### config.mk
export PLATFORM = sky130hd
export DESIGN_NAME = struct_field_layout_allocator_top
export DESIGN_NICKNAME = d
export VERILOG_FILES = /design/src/rtl/sfla_pkg.sv /design/src/rtl/struct_field_layout_allocator_top.sv
export SDC_FILE = /design/constraint.sdc
export NUM_CORES = 1
export LEC_CHECK = 0
export ABC_AREA = 1
export BUFFER_PORTS_ARGS = -buffer_cell sky130_fd_sc_hd__buf_4
export CORE_MARGIN = 1.5
export CORE_UTILIZATION = 55
export DETAILED_ROUTE_END_ITERATION = 8
export PLACE_DENSITY = 0.72
export SLEW_MARGIN = 10
export SYNTH_ARGS = -nofsm -noshare
export SYNTH_HDL_FRONTEND = slang
export SYNTH_SLANG_ARGS = --single-unit
### constraint.sdc
create_clock -name clk_i -period 15.2 [get_ports clk_i]
set_input_delay 0 -clock clk_i [delete_from_list [all_inputs] [get_ports clk_i]]
set_output_delay 0 -clock clk_i [all_outputs]
set_load 0.03 [all_outputs]
### src/rtl/sfla_pkg.sv
// Shared types, codes and constants of the struct field layout allocator.
package sfla_pkg;

  localparam int unsigned MaxHolesDefault = 16;
  localparam int unsigned PosW            = 19;
  localparam int unsigned SizeW           = 16;
  localparam int unsigned AddrW           = 3;
  localparam int unsigned DataW           = 32;
  localparam logic [3:0]  PwbReset        = 4'd4;
  localparam logic [AddrW-3:0] RegPwbIdx  = '0;

  typedef enum logic [1:0] {
    CMD_SCALAR  = 2'd0,
    CMD_POINTER = 2'd1,
    CMD_END     = 2'd2
  } sfla_cmd_e;

  typedef enum logic [1:0] {
    KIND_BYTE   = 2'd0,
    KIND_BIT    = 2'd1,
    KIND_SLOT   = 2'd2,
    KIND_TOTALS = 2'd3
  } sfla_kind_e;

  typedef enum logic [2:0] {
    ST_IDLE,
    ST_SCAN,
    ST_APPEND,
    ST_SHIFT_UP,
    ST_SHIFT_DN,
    ST_EMIT
  } sfla_state_e;

  typedef struct packed {
    logic [1:0] cmd;
    logic [3:0] field_bytes;
  } sfla_in_t;

  typedef struct packed {
    logic [1:0]       result_kind;
    logic [PosW-1:0]  position;
    logic [SizeW-1:0] scalar_area_bytes;
    logic [SizeW-1:0] pointer_slot_count;
    logic             overflow;
  } sfla_out_t;

endpackage

### src/rtl/struct_field_layout_allocator_top.sv
// Struct field layout allocator: sequencer, hole table and shared align/fit unit.
//
// Lays out one record's fields, one input beat per field, and returns one result
// beat per valid item. A scalar of 1, 2, 4 or 8 bytes gets a naturally aligned
// byte offset: the hole table is scanned first fit, one entry per cycle through
// a single align/fit unit, and the chosen hole is trimmed, split or removed.
// When no hole fits, the field is appended at the aligned end of the scalar area
// and the alignment gap becomes a new hole. Booleans fill the current partial
// byte, then a one-byte hole, then a new tail byte. Pointer fields take
// consecutive slot indices, and an end-of-record beat reports the totals and
// clears the layout. Command 3 and bad scalar sizes are taken and dropped.
// A pointer, end-of-record or mid-byte boolean item goes straight to its emit
// step. A scalar or byte-opening boolean scans the hole table when it holds
// holes, goes to the tail when the scan misses, and moves entries when a
// used-up hole is removed or a split inserts a hole, before its emit step.
// The hole table has one read port, so the scan and every entry move go one
// entry at a time. The input side stalls for the whole of an item; a finished
// result waits in the output register, so the next item is taken while it
// waits, and that item's emit step holds while the register is still full.
// Register 0 (byte address 0) holds the pointer word size used to round the
// scalar area at end of record when pointer slots were used.
module struct_field_layout_allocator_top #(
  parameter int unsigned MaxHoles = sfla_pkg::MaxHolesDefault
) (
  input  logic                          clk_i,
  input  logic                          rst_ni,
  input  logic                          in_valid_i,
  output logic                          in_stall_o,
  input  sfla_pkg::sfla_in_t            in_data_i,
  output logic                          out_valid_o,
  input  logic                          out_stall_i,
  output sfla_pkg::sfla_out_t           out_data_o,
  input  logic                          psel,
  input  logic                          penable,
  input  logic                          pwrite,
  input  logic [sfla_pkg::AddrW-1:0]    paddr,
  input  logic [sfla_pkg::DataW-1:0]    pwdata,
  output logic [sfla_pkg::DataW-1:0]    prdata,
  output logic                          pready
);
  import sfla_pkg::*;

  localparam int unsigned IdxW = $clog2(MaxHoles);
  localparam int unsigned CntW = $clog2(MaxHoles + 1);
  localparam logic [CntW-1:0] CntMax = CntW'(MaxHoles);

  // Control state
  sfla_state_e      state_q, state_d;
  logic [CntW-1:0]  cnt_q, cnt_d;
  logic [PosW-1:0]  bit_cur_q, bit_cur_d;
  logic [15:0]      send_q, send_d;
  logic [15:0]      slot_q, slot_d;
  logic             ovf_q, ovf_d;
  logic [3:0]       pwb_q, pwb_d;
  logic             out_valid_q, out_valid_d;

  // Per-item working registers
  logic [3:0]       size_q, size_d;
  logic             is_bool_q, is_bool_d;
  logic [IdxW-1:0]  idx_q, idx_d;
  logic [IdxW-1:0]  ins_at_q, ins_at_d;
  logic [31:0]      ins_word_q, ins_word_d;
  logic [1:0]       res_kind_q, res_kind_d;
  logic [PosW-1:0]  res_pos_q, res_pos_d;
  logic [15:0]      res_area_q, res_area_d;
  logic [15:0]      res_slots_q, res_slots_d;
  sfla_out_t        out_q, out_d;

  // Hole table: {offset, length} per entry
  logic [31:0]      hole_mem [MaxHoles];
  logic [31:0]      rdata_q;
  logic             mem_we;
  logic [IdxW-1:0]  mem_wa;
  logic [31:0]      mem_wd;
  logic [IdxW-1:0]  rd_addr;

  // Handshake and decode
  logic in_acc, out_free, size_ok, mid_byte;
  assign in_stall_o = (state_q != ST_IDLE);
  assign in_acc     = in_valid_i && !in_stall_o;
  assign out_free   = !out_valid_q || !out_stall_i;
  assign size_ok    = in_data_i.field_bytes inside {4'd1, 4'd2, 4'd4, 4'd8};
  assign mid_byte   = (bit_cur_q[2:0] != 3'd0);

  // Shared align/fit unit: operand is the scanned hole or the scalar tail
  logic [15:0] h_off, h_len, u_off, u_remain;
  logic [2:0]  szm1, u_pad;
  logic [16:0] u_al, u_end;
  logic        u_fit, pad_nz, remain_nz, len_gt;
  logic [PosW-1:0] bpos;
  assign h_off     = rdata_q[31:16];
  assign h_len     = rdata_q[15:0];
  assign u_off     = (state_q == ST_APPEND) ? send_q : h_off;
  assign szm1      = 3'(size_q - 4'd1);
  assign u_al      = ({1'b0, u_off} + {14'd0, szm1}) & ~{14'd0, szm1};
  assign u_pad     = u_al[2:0] - u_off[2:0];
  assign u_end     = u_al + {13'd0, size_q};
  assign u_fit     = {1'b0, h_len} >= ({14'd0, u_pad} + {13'd0, size_q});
  assign u_remain  = h_len - {13'd0, u_pad} - {12'd0, size_q};
  assign pad_nz    = (u_pad != 3'd0);
  assign remain_nz = (u_remain != 16'd0);
  assign len_gt    = (h_len > {12'd0, size_q});
  assign bpos      = {u_al[15:0], 3'b000};

  // Scan position against the hole count
  logic [CntW-1:0] idx_x;
  logic            last, dn_last, cnt_full;
  assign idx_x    = CntW'(idx_q);
  assign last     = ((idx_x + CntW'(1)) == cnt_q);
  assign dn_last  = ((idx_x + CntW'(2)) == cnt_q);
  assign cnt_full = (cnt_q >= CntMax);

  // End-of-record rounding to the pointer word
  logic [3:0]  wm1;
  logic [16:0] total;
  always_comb begin
    if (pwb_q[3]) begin
      wm1 = 4'd7;
    end else if (pwb_q[2]) begin
      wm1 = 4'd3;
    end else if (pwb_q[1]) begin
      wm1 = 4'd1;
    end else begin
      wm1 = 4'd0;
    end
    if (slot_q != 16'd0) begin
      total = ({1'b0, send_q} + {13'd0, wm1}) & ~{13'd0, wm1};
    end else begin
      total = {1'b0, send_q};
    end
  end

  // Next state
  always_comb begin
    state_d = state_q;
    case (state_q)
      ST_IDLE: begin
        if (in_acc) begin
          case (in_data_i.cmd)
            CMD_SCALAR: begin
              if (in_data_i.field_bytes == 4'd0 && mid_byte) begin
                state_d = ST_EMIT;
              end else if (in_data_i.field_bytes == 4'd0 || size_ok) begin
                state_d = (cnt_q == '0) ? ST_APPEND : ST_SCAN;
              end
            end
            CMD_POINTER, CMD_END: state_d = ST_EMIT;
            default: state_d = ST_IDLE;
          endcase
        end
      end
      ST_SCAN: begin
        if (u_fit) begin
          if (pad_nz) begin
            state_d = (remain_nz && !cnt_full) ? ST_SHIFT_UP : ST_EMIT;
          end else if (len_gt || last) begin
            state_d = ST_EMIT;
          end else begin
            state_d = ST_SHIFT_DN;
          end
        end else if (last) begin
          state_d = ST_APPEND;
        end
      end
      ST_APPEND: state_d = ST_EMIT;
      ST_SHIFT_UP: begin
        if (idx_q == ins_at_q) state_d = ST_EMIT;
      end
      ST_SHIFT_DN: begin
        if (dn_last) state_d = ST_EMIT;
      end
      ST_EMIT: begin
        if (out_free) state_d = ST_IDLE;
      end
      default: state_d = ST_IDLE;
    endcase
  end

  // Datapath and table updates
  always_comb begin
    cnt_d       = cnt_q;
    bit_cur_d   = bit_cur_q;
    send_d      = send_q;
    slot_d      = slot_q;
    ovf_d       = ovf_q;
    out_valid_d = out_valid_q;
    size_d      = size_q;
    is_bool_d   = is_bool_q;
    idx_d       = idx_q;
    ins_at_d    = ins_at_q;
    ins_word_d  = ins_word_q;
    res_kind_d  = res_kind_q;
    res_pos_d   = res_pos_q;
    res_area_d  = res_area_q;
    res_slots_d = res_slots_q;
    out_d       = out_q;
    mem_we      = 1'b0;
    mem_wa      = idx_q;
    mem_wd      = rdata_q;

    // Drop the output beat once taken
    if (out_valid_q && !out_stall_i) out_valid_d = 1'b0;

    case (state_q)
      ST_IDLE: begin
        if (in_acc) begin
          res_pos_d   = '0;
          res_area_d  = '0;
          res_slots_d = '0;
          idx_d       = '0;
          case (in_data_i.cmd)
            CMD_SCALAR: begin
              is_bool_d = (in_data_i.field_bytes == 4'd0);
              size_d    = (in_data_i.field_bytes == 4'd0) ? 4'd1 : in_data_i.field_bytes;
              if (in_data_i.field_bytes == 4'd0 && mid_byte) begin
                res_kind_d = KIND_BIT;
                res_pos_d  = bit_cur_q;
                bit_cur_d  = bit_cur_q + PosW'(1);
              end
            end
            CMD_POINTER: begin
              res_kind_d = KIND_SLOT;
              res_pos_d  = {3'b000, slot_q};
              if (slot_q == 16'hFFFF) begin
                ovf_d = 1'b1;
              end else begin
                slot_d = slot_q + 16'd1;
              end
            end
            CMD_END: begin
              res_kind_d  = KIND_TOTALS;
              res_slots_d = slot_q;
              if (total[16]) begin
                ovf_d      = 1'b1;
                res_area_d = 16'hFFFF;
              end else begin
                res_area_d = total[15:0];
              end
            end
            default: res_kind_d = res_kind_q;
          endcase
        end
      end

      ST_SCAN: begin
        if (u_fit) begin
          if (is_bool_q) begin
            res_kind_d = KIND_BIT;
            res_pos_d  = bpos;
            bit_cur_d  = bpos + PosW'(1);
          end else begin
            res_kind_d = KIND_BYTE;
            res_pos_d  = PosW'(u_al);
          end
          if (pad_nz) begin
            // Keep the front gap, insert the tail remainder after it
            mem_we = 1'b1;
            mem_wd = {h_off, 13'd0, u_pad};
            if (remain_nz) begin
              if (cnt_full) begin
                ovf_d = 1'b1;
              end else begin
                ins_at_d   = idx_q + IdxW'(1);
                ins_word_d = {u_end[15:0], u_remain};
                idx_d      = cnt_q[IdxW-1:0];
              end
            end
          end else if (len_gt) begin
            // Take the front of the hole
            mem_we = 1'b1;
            mem_wd = {u_end[15:0], h_len - {12'd0, size_q}};
          end else if (last) begin
            cnt_d = cnt_q - CntW'(1);
          end
        end else if (!last) begin
          idx_d = idx_q + IdxW'(1);
        end
      end

      ST_APPEND: begin
        if (is_bool_q) begin
          res_kind_d = KIND_BIT;
          res_pos_d  = {send_q, 3'b000};
          bit_cur_d  = {send_q, 3'b000} + PosW'(1);
          if (send_q == 16'hFFFF) begin
            ovf_d = 1'b1;
          end else begin
            send_d = send_q + 16'd1;
          end
        end else begin
          res_kind_d = KIND_BYTE;
          res_pos_d  = PosW'(u_al);
          if (pad_nz) begin
            if (cnt_full) begin
              ovf_d = 1'b1;
            end else begin
              mem_we = 1'b1;
              mem_wa = cnt_q[IdxW-1:0];
              mem_wd = {send_q, 13'd0, u_pad};
              cnt_d  = cnt_q + CntW'(1);
            end
          end
          if (u_end[16]) begin
            ovf_d  = 1'b1;
            send_d = 16'hFFFF;
          end else begin
            send_d = u_end[15:0];
          end
        end
      end

      ST_SHIFT_UP: begin
        mem_we = 1'b1;
        if (idx_q == ins_at_q) begin
          mem_wd = ins_word_q;
          cnt_d  = cnt_q + CntW'(1);
        end else begin
          idx_d = idx_q - IdxW'(1);
        end
      end

      ST_SHIFT_DN: begin
        mem_we = 1'b1;
        if (dn_last) begin
          cnt_d = cnt_q - CntW'(1);
        end else begin
          idx_d = idx_q + IdxW'(1);
        end
      end

      ST_EMIT: begin
        if (out_free) begin
          out_valid_d              = 1'b1;
          out_d.result_kind        = res_kind_q;
          out_d.position           = res_pos_q;
          out_d.scalar_area_bytes  = res_area_q;
          out_d.pointer_slot_count = res_slots_q;
          out_d.overflow           = ovf_q;
          if (res_kind_q == KIND_TOTALS) begin
            cnt_d     = '0;
            bit_cur_d = '0;
            send_d    = '0;
            slot_d    = '0;
            ovf_d     = 1'b0;
          end
        end
      end

      default: out_d = out_q;
    endcase

    // Read one entry ahead of the next step
    case (state_d)
      ST_SHIFT_UP: rd_addr = idx_d - IdxW'(1);
      ST_SHIFT_DN: rd_addr = idx_d + IdxW'(1);
      default:     rd_addr = idx_d;
    endcase
  end

  // Configuration port
  logic reg_sel;
  assign reg_sel = (paddr[AddrW-1:2] == RegPwbIdx);
  assign pready  = 1'b1;
  assign prdata  = reg_sel ? {{(DataW-4){1'b0}}, pwb_q} : '0;
  assign pwb_d   = (psel && penable && pwrite && reg_sel) ? pwdata[3:0] : pwb_q;

  assign out_valid_o = out_valid_q;
  assign out_data_o  = out_q;

  always_ff @(posedge clk_i or negedge rst_ni) begin
    if (!rst_ni) begin
      state_q     <= ST_IDLE;
      cnt_q       <= '0;
      bit_cur_q   <= '0;
      send_q      <= '0;
      slot_q      <= '0;
      ovf_q       <= 1'b0;
      pwb_q       <= PwbReset;
      out_valid_q <= 1'b0;
    end else begin
      state_q     <= state_d;
      cnt_q       <= cnt_d;
      bit_cur_q   <= bit_cur_d;
      send_q      <= send_d;
      slot_q      <= slot_d;
      ovf_q       <= ovf_d;
      pwb_q       <= pwb_d;
      out_valid_q <= out_valid_d;
    end
  end

  always_ff @(posedge clk_i) begin
    size_q      <= size_d;
    is_bool_q   <= is_bool_d;
    idx_q       <= idx_d;
    ins_at_q    <= ins_at_d;
    ins_word_q  <= ins_word_d;
    res_kind_q  <= res_kind_d;
    res_pos_q   <= res_pos_d;
    res_area_q  <= res_area_d;
    res_slots_q <= res_slots_d;
    out_q       <= out_d;
  end

  always_ff @(posedge clk_i) begin
    if (mem_we) hole_mem[mem_wa] <= mem_wd;
    rdata_q <= hole_mem[rd_addr];
  end

  // Hole count never passes the table depth
  a_cnt_bound: assert property (@(posedge clk_i) disable iff (!rst_ni)
    cnt_q <= CntMax)
    else $error("hole count past table depth");

  // An insert shift only runs with a free entry
  a_shift_up_room: assert property (@(posedge clk_i) disable iff (!rst_ni)
    (state_q == ST_SHIFT_UP) |-> (cnt_q < CntMax) && (CntW'(ins_at_q) <= cnt_q))
    else $error("insert without room in hole table");

  // A remove shift stays inside the live entries
  a_shift_dn_range: assert property (@(posedge clk_i) disable iff (!rst_ni)
    (state_q == ST_SHIFT_DN) |-> ((idx_x + CntW'(2)) <= cnt_q))
    else $error("remove shift past hole count");

  // Totals leave a cleared layout behind
  a_totals_clear: assert property (@(posedge clk_i) disable iff (!rst_ni)
    (state_q == ST_EMIT && out_free && res_kind_q == KIND_TOTALS)
    |=> (cnt_q == '0) && (slot_q == 16'd0) && (send_q == 16'd0) && !ovf_q)
    else $error("layout not cleared after totals");

  // A result beat is loaded only from the emit step
  a_load_from_emit: assert property (@(posedge clk_i) disable iff (!rst_ni)
    (!out_valid_q || !out_stall_i) && out_valid_d |-> (state_q == ST_EMIT))
    else $error("result beat loaded outside emit step");

endmodule

# Word-level counts from Yosys, hierarchy flattened

Memory sizes are Yosys's and may differ from the RTL's. A register that Yosys moved wholly into a read port is not among the register bits.
Cells that the tools add are included.

Register bits: 217
RAM bits: 512
Input port bits: 48
Output and inout bits: 89
Logic and storage cells: 256
Memories kept: 1

Memories:

| memory   | depth | bits a word | read ports | clocked after Yosys merged registers in | write ports | line                                    | RTL |
|---|---|---|---|---|---|---|---|
| hole_mem | 16    | 32          | 1          | 1                                       | 1           | struct_field_layout_allocator_top.sv:70 | `logic [31:0] hole_mem [MaxHoles];` |

$add $sub $neg: 22
Magnitude comparators: 3
Eq/ne operators: 47
Multiplexer cells: 113
Bitwise operators: 6
Reductions and logical operators: 42

Operators by type and width:

| operator                | count |
|---|---|
| $mux W19                | 13 |
| $mux W32                | 7 |
| $mux W16                | 10 |
| $pmux W32 S3            | 1 |
| $pmux W19 S4            | 1 |
| $pmux W16 S2            | 2 |
| $add A19 B1 Y19 const B | 3 |
| $pmux W19 S3            | 1 |
| $mux W5                 | 11 |
| $mux W4                 | 13 |
| $pmux W19 S2            | 1 |
| $ne A2 B2 Y1 const B    | 18 |
| $and A17 B17 Y17        | 2 |
| $add A16 B1 Y16 const B | 2 |
| $eq A16 B16 Y1 const B  | 2 |
| $reduce_bool A16 Y1     | 2 |
| $sub A16 B4 Y16         | 2 |
| $mux W3                 | 10 |
| $mux W1                 | 27 |
| $pmux W5 S5             | 1 |
| $reduce_and A12 Y1      | 2 |
| $pmux W3 S6             | 1 |
| $add A16 B3 Y17         | 1 |
| $add A16 B4 Y17         | 1 |
| other kinds (60)        | 99 |

# Logic depth before layout (Yosys ltp)

Depth in word-level cells: 15
Depth in mapped cells: 49

# Least setup slack after synthesis

Ideal clock, no wire load.

Kind: register to register
From: register state_q[0]
To: memory hole_mem[0][0], enable pin
Library setup time: 0.421 ns
Arrival time: 5.464 ns
Required time: 14.779 ns
Path slack: 9.315 ns
Cell stages (with the launch flop): 29
Buffers on the path: 2
Path through: dfrtp_1 inv_2 nand2_1 nor2_2 buf_6 nand2_1 o21ai_2 nand2_2 fa_1 nor2_1 nand3_2 nand2_1 nand2_2 nand2_1 inv_1 ha_1 a21oi_1 xor2_1 ha_1 nand2_1 o21ai_0 nand2_1 nand2_1 buf_2 nand2_1 inv_1 a221o_1 nand3_1 nor2_1

Word-level cells in the longest chain between the ends: 11

RTL lines:

| what                                                | line                                                                               | RTL |
|---|---|---|
| from (decl)                                         | struct_field_layout_allocator_top.sv:48                                            | `sfla_state_e state_q, state_d;` |
| from (signal assigned)                              | struct_field_layout_allocator_top.sv:381                                           | `state_q <= state_d;` |
| $eq A3 B2 Y1                                        | struct_field_layout_allocator_top.sv:93, struct_field_layout_allocator_top.sv:204  |  |
| $mux W16                                            | struct_field_layout_allocator_top.sv:93                                            | `assign u_off = (state_q == ST_APPEND) ? send_q : h_off;` |
| $add A16 B3 Y17                                     | struct_field_layout_allocator_top.sv:95                                            | `assign u_al = ({1'b0, u_off} + {14'd0, szm1}) & ~{14'd0, szm1};` |
| $and A17 B17 Y17                                    | struct_field_layout_allocator_top.sv:95                                            |  |
| $sub A3 B3 Y3                                       | struct_field_layout_allocator_top.sv:96                                            | `assign u_pad = u_al[2:0] - u_off[2:0];` |
| $add A3 B4 Y5 or $reduce_bool A3 Y1 (tied branches) | struct_field_layout_allocator_top.sv:98, struct_field_layout_allocator_top.sv:100  |  |
| $ge A16 B5 Y1, or another cell as far along         | struct_field_layout_allocator_top.sv:98                                            | `assign u_fit = {1'b0, h_len} >= ({14'd0, u_pad} + {13'd0, size_q});` |
| $mux W1 (on tied branches)                          | struct_field_layout_allocator_top.sv:246, struct_field_layout_allocator_top.sv:281 |  |
| $pmux W1 S3                                         | struct_field_layout_allocator_top.sv:204                                           | `case (state_q)` |
| $mux W1                                             | struct_field_layout_allocator_top.sv:406                                           | `if (mem_we) hole_mem[mem_wa] <= mem_wd;` |
| $mux W1 (not written as such)                       | struct_field_layout_allocator_top.sv:406                                           |  |
| to (decl)                                           | struct_field_layout_allocator_top.sv:70                                            |  |

Several ways; a longest one is shown, not always the timed one.

# Final worst setup path

From: register state_q[0]
To: register rdata_q[25] (read register of hole_mem)

Word-level cells in the longest chain between the ends: 15

RTL lines:

| what                                                                     | line                                     | RTL |
|---|---|---|
| parallel branches: the longest is 14 deep, another holds $add A16 B3 Y17 | n/a                                      |  |
| $pmux W4 S2 *                                                            | struct_field_layout_allocator_top.sv:353 | `case (state_d)` |
| to (decl)                                                                | struct_field_layout_allocator_top.sv:71  | `logic [31:0] rdata_q;` |

Mark *: on every way between the ends.
A chain may end at the register's enable or synchronous reset.

==> results by group <==
Yosys
  • Primary FF master, synth: edfxtp_1
  • Ys async rst share: 0.0854
  • Synth top area cells: edfxtp_1 52%, nand3_1 7.7%, nand2_1 7.4%, inv_1 6.5%, dfrtp_1 4.2%
  • Area leader, netlist: edfxtp_1
  • Post-synth EDFFs: 660
  • Top cell type's share of synthesized area: 0.521
  • Register area share after synthesis: 0.583
  • Cell with the most instances after synthesis: nand2_1
  • Commonest cells post-synth: 753 x nand2_1, 661 x inv_1, 660 x edfxtp_1, 588 x nand3_1, 198 x nor2_1
  • Post-synthesis cell count: about 4000
  • Synth warnings: 0
  • Synthesized area: roughly 38000 sq um
  • Cell variety after synth: 64
  • Post-Syn Area per Cell: 9.57 sq um
  • Flops & latches, synth: about 760

Route
  • First-pass detailed-route iteration total: 6
  • Via count: about 28000
  • Drc violations: 0
  • ANT nets after route: 0
  • Vias/cell: 5.69
  • 1st-iter DRT viols: 2675
  • WL/cell: between 15 and 20 um
  • Total Wirelength: roughly 98 mm

Status
  • Status: finished clean

STA
  • Slew Limit Fails: 0
  • Final hold vios: 0
  • Fin crit period: just over 9000 ps
  • Worst-case clock skew: around 27 ps
  • Relative slew slack: 0.130
  • Setup Viol. Count Final: 0
  • Slew @ Worst Pin: ~1300 ps
  • FMAX: 108 MHz
  • Period Utilization, post-route: 0.607
  • RSZ-0062 raised after global routing: false
  • Setup TNS: 0 ps

Worst setup path
  • Top cell by count, worst path: nand2_1
  • Slowest cell on crit path: nand2_8
  • R2r worst-path depth: 35
  • Top delay family on crit path: simple AND/OR/NAND/NOR gates
  • Crit path largest cell delay: about 1100 ps
  • R2R Path Start: state_q[0]
  • CP Data Arrival Time: 9710 ps
  • Worst Path Max Fanout: about 160
  • Critical path class: reg2reg
  • Crit path buffers/inverters: 4
  • Critical path required time: ~16000 ps
  • Critical Path Source Type: flop
  • FF-to-FF setup slack: approximately 6000 ps
  • Element type at the critical path end: flop
  • Reg2reg end: rdata_q[25]

Final layout
  • Final Core Density: 0.614
  • Layout Nets: slightly above 4000
  • Diodes inserted: 0
  • Share of cells above drive strength 1: 0.0800
  • Post-Layout Cell Count: 4970
  • Layout area overhead: 10.6%

Floorplanning
  • Site row count: 96
  • Die H: between 200 and 300 um
  • Die width: about 270 um
  • Die area: just over 70000 sq um
  • IO Count: 137
  • Core region area: 68500 sq um
  • Effective utilization at floorplan: 0.555

Placed design
  • Gpl congestion: roughly 0.94
  • Buffers on Ports: just under 80
  • Inst Count DP: 4799
  • Detailed placement HPWL: between 50 and 60 mm

Clocking
  • Clk_lat worst skew: around 640 ps
  • Clock slew at reported path FFs: around 70 ps
  • Num CTS Buffers: around 80
  • Clock buffer depth: 3
  • CTS tree: built
  • Clk sinks: around 760
  • # Post-CTS Setup Buffers: 0
  • CTS Root Cell: clkbuf_16
  • H-tree depth: 3

Run
  • Max-cap violations: 0

GRT
  • Initial antenna violation count: 0
  • Vias in the first global route: between 20000 and 30000
  • Total gr overflow: 0
  • Global-route wire length before repair: between 150 and 200 mm
  • GRT Util Overall: 0.279
  • Largest net degree at the start of global routing: 162

Worst hold path
  • HP Class: in2async
[layout by cell type, fill, tap and decap left out, types with 22 or more instances in the layout]
cell,count
a21oi_1,87
a22oi_1,27
buf_4,123
clkbuf_16,82
conb_1,30
dfrtp_1,64
dfxtp_1,36
dlygate4sd3_1,22
edfxtp_1,660
ha_1,50
inv_1,661
nand2_1,748
nand3_1,588
nand3b_1,161
nand4_1,41
nor2_1,180
nor3_1,29
o21ai_0,138
o22ai_1,33
xor2_1,42
[how the worst max path moves through the flow]
| stage | cells after the start | slack, ps | from | to |
|---|---|---|---|---|
| detailed placement | 35 | 6060 | state_q[0] | rdata_q[25] |
| global route | 35 | 5410 | state_q[0] | rdata_q[25] |
| finish | 35 | 5970 | state_q[0] | rdata_q[25] |
| floorplan | 28 | 9320 | state_q[0] | hole_mem[0][0] |
| global placement | 35 | 6100 | state_q[0] | rdata_q[25] |
| CTS | 35 | 6030 | state_q[0] | rdata_q[25] |
[timing repair]
item,CTS,global route
resized for setup,0,0
endpoints found under the hold margin,82,0
hold buffers,22,0
[sequential cells by signal, indices dropped and copies added (netlist names)]
| register | count |
|---|---|
| out_valid_o | 1 |
| size_q | 4 |
| bit_cur_q | 19 |
| pwb_q | 4 |
| slot_q | 16 |
| state_q | 3 |
| rdata_q | 32 |
| is_bool_q | 1 |
| ovf_q | 1 |
| res_area_q | 16 |
| ins_word_q | 32 |
| hole_mem | 512 |
| send_q | 16 |
| idx_q | 4 |
| res_pos_q | 19 |
| ins_at_q | 4 |
| res_kind_q | 2 |
| out_data_o | 54 |
| cnt_q | 5 |
| res_slots_q | 16 |
[per-layer routing]
metal	vias to the layer above	part of all wire	track usage	wire length [um]
li1	13417	-	-	-
met1	13444	0.41	0.379	40300
met2	1204	0.47	0.456	46600
met3	229	0.079	0.0400	7800
met4	0	0.035	0.105	3480
met5	-	0	0	0
[kinds of logic (layout without fill, tap and decap cells)]
kind of cell    count (synthesis)  in the layout  share of synthesized area
flops                         761            761                      0.583
other cells                     2             30                   0.000198
compound gates                387            387                     0.0616
buf+inv                       882            969                     0.0965
xor+xnor                       55             55                     0.0131
fa+ha+maj                      58             58                     0.0207
simple gates                 1828           1828                      0.225
[area by class of cell]
class | instances | area (sq um)
Clock inverter | 42 | 413
Tap cell | 882 | 1100
Timing Repair Buffer | 146 | 1150
Multi-Input combinational cell | 2358 | 12500
Sequential cell | 761 | 22200
Fill cell | 5638 | 26400
Clock buffer | 105 | 2170
Inverter | 676 | 2540
[through the flow]
stage	cell area (sq um)	worst slack (ps)	hold slack, ps
2_1_floorplan	38100	9320	-296
3_3_place_gp	39200	6100	190
3_5_place_dp	39200	6060	197
4_1_cts	42000	6030	67.3
5_1_grt	42000	5410	100
6_report	42000	5970	64.7
Power is left out: the tool's default activity adds up to more than one toggle a clock period on the data nets, which glitch-free logic cannot reach.
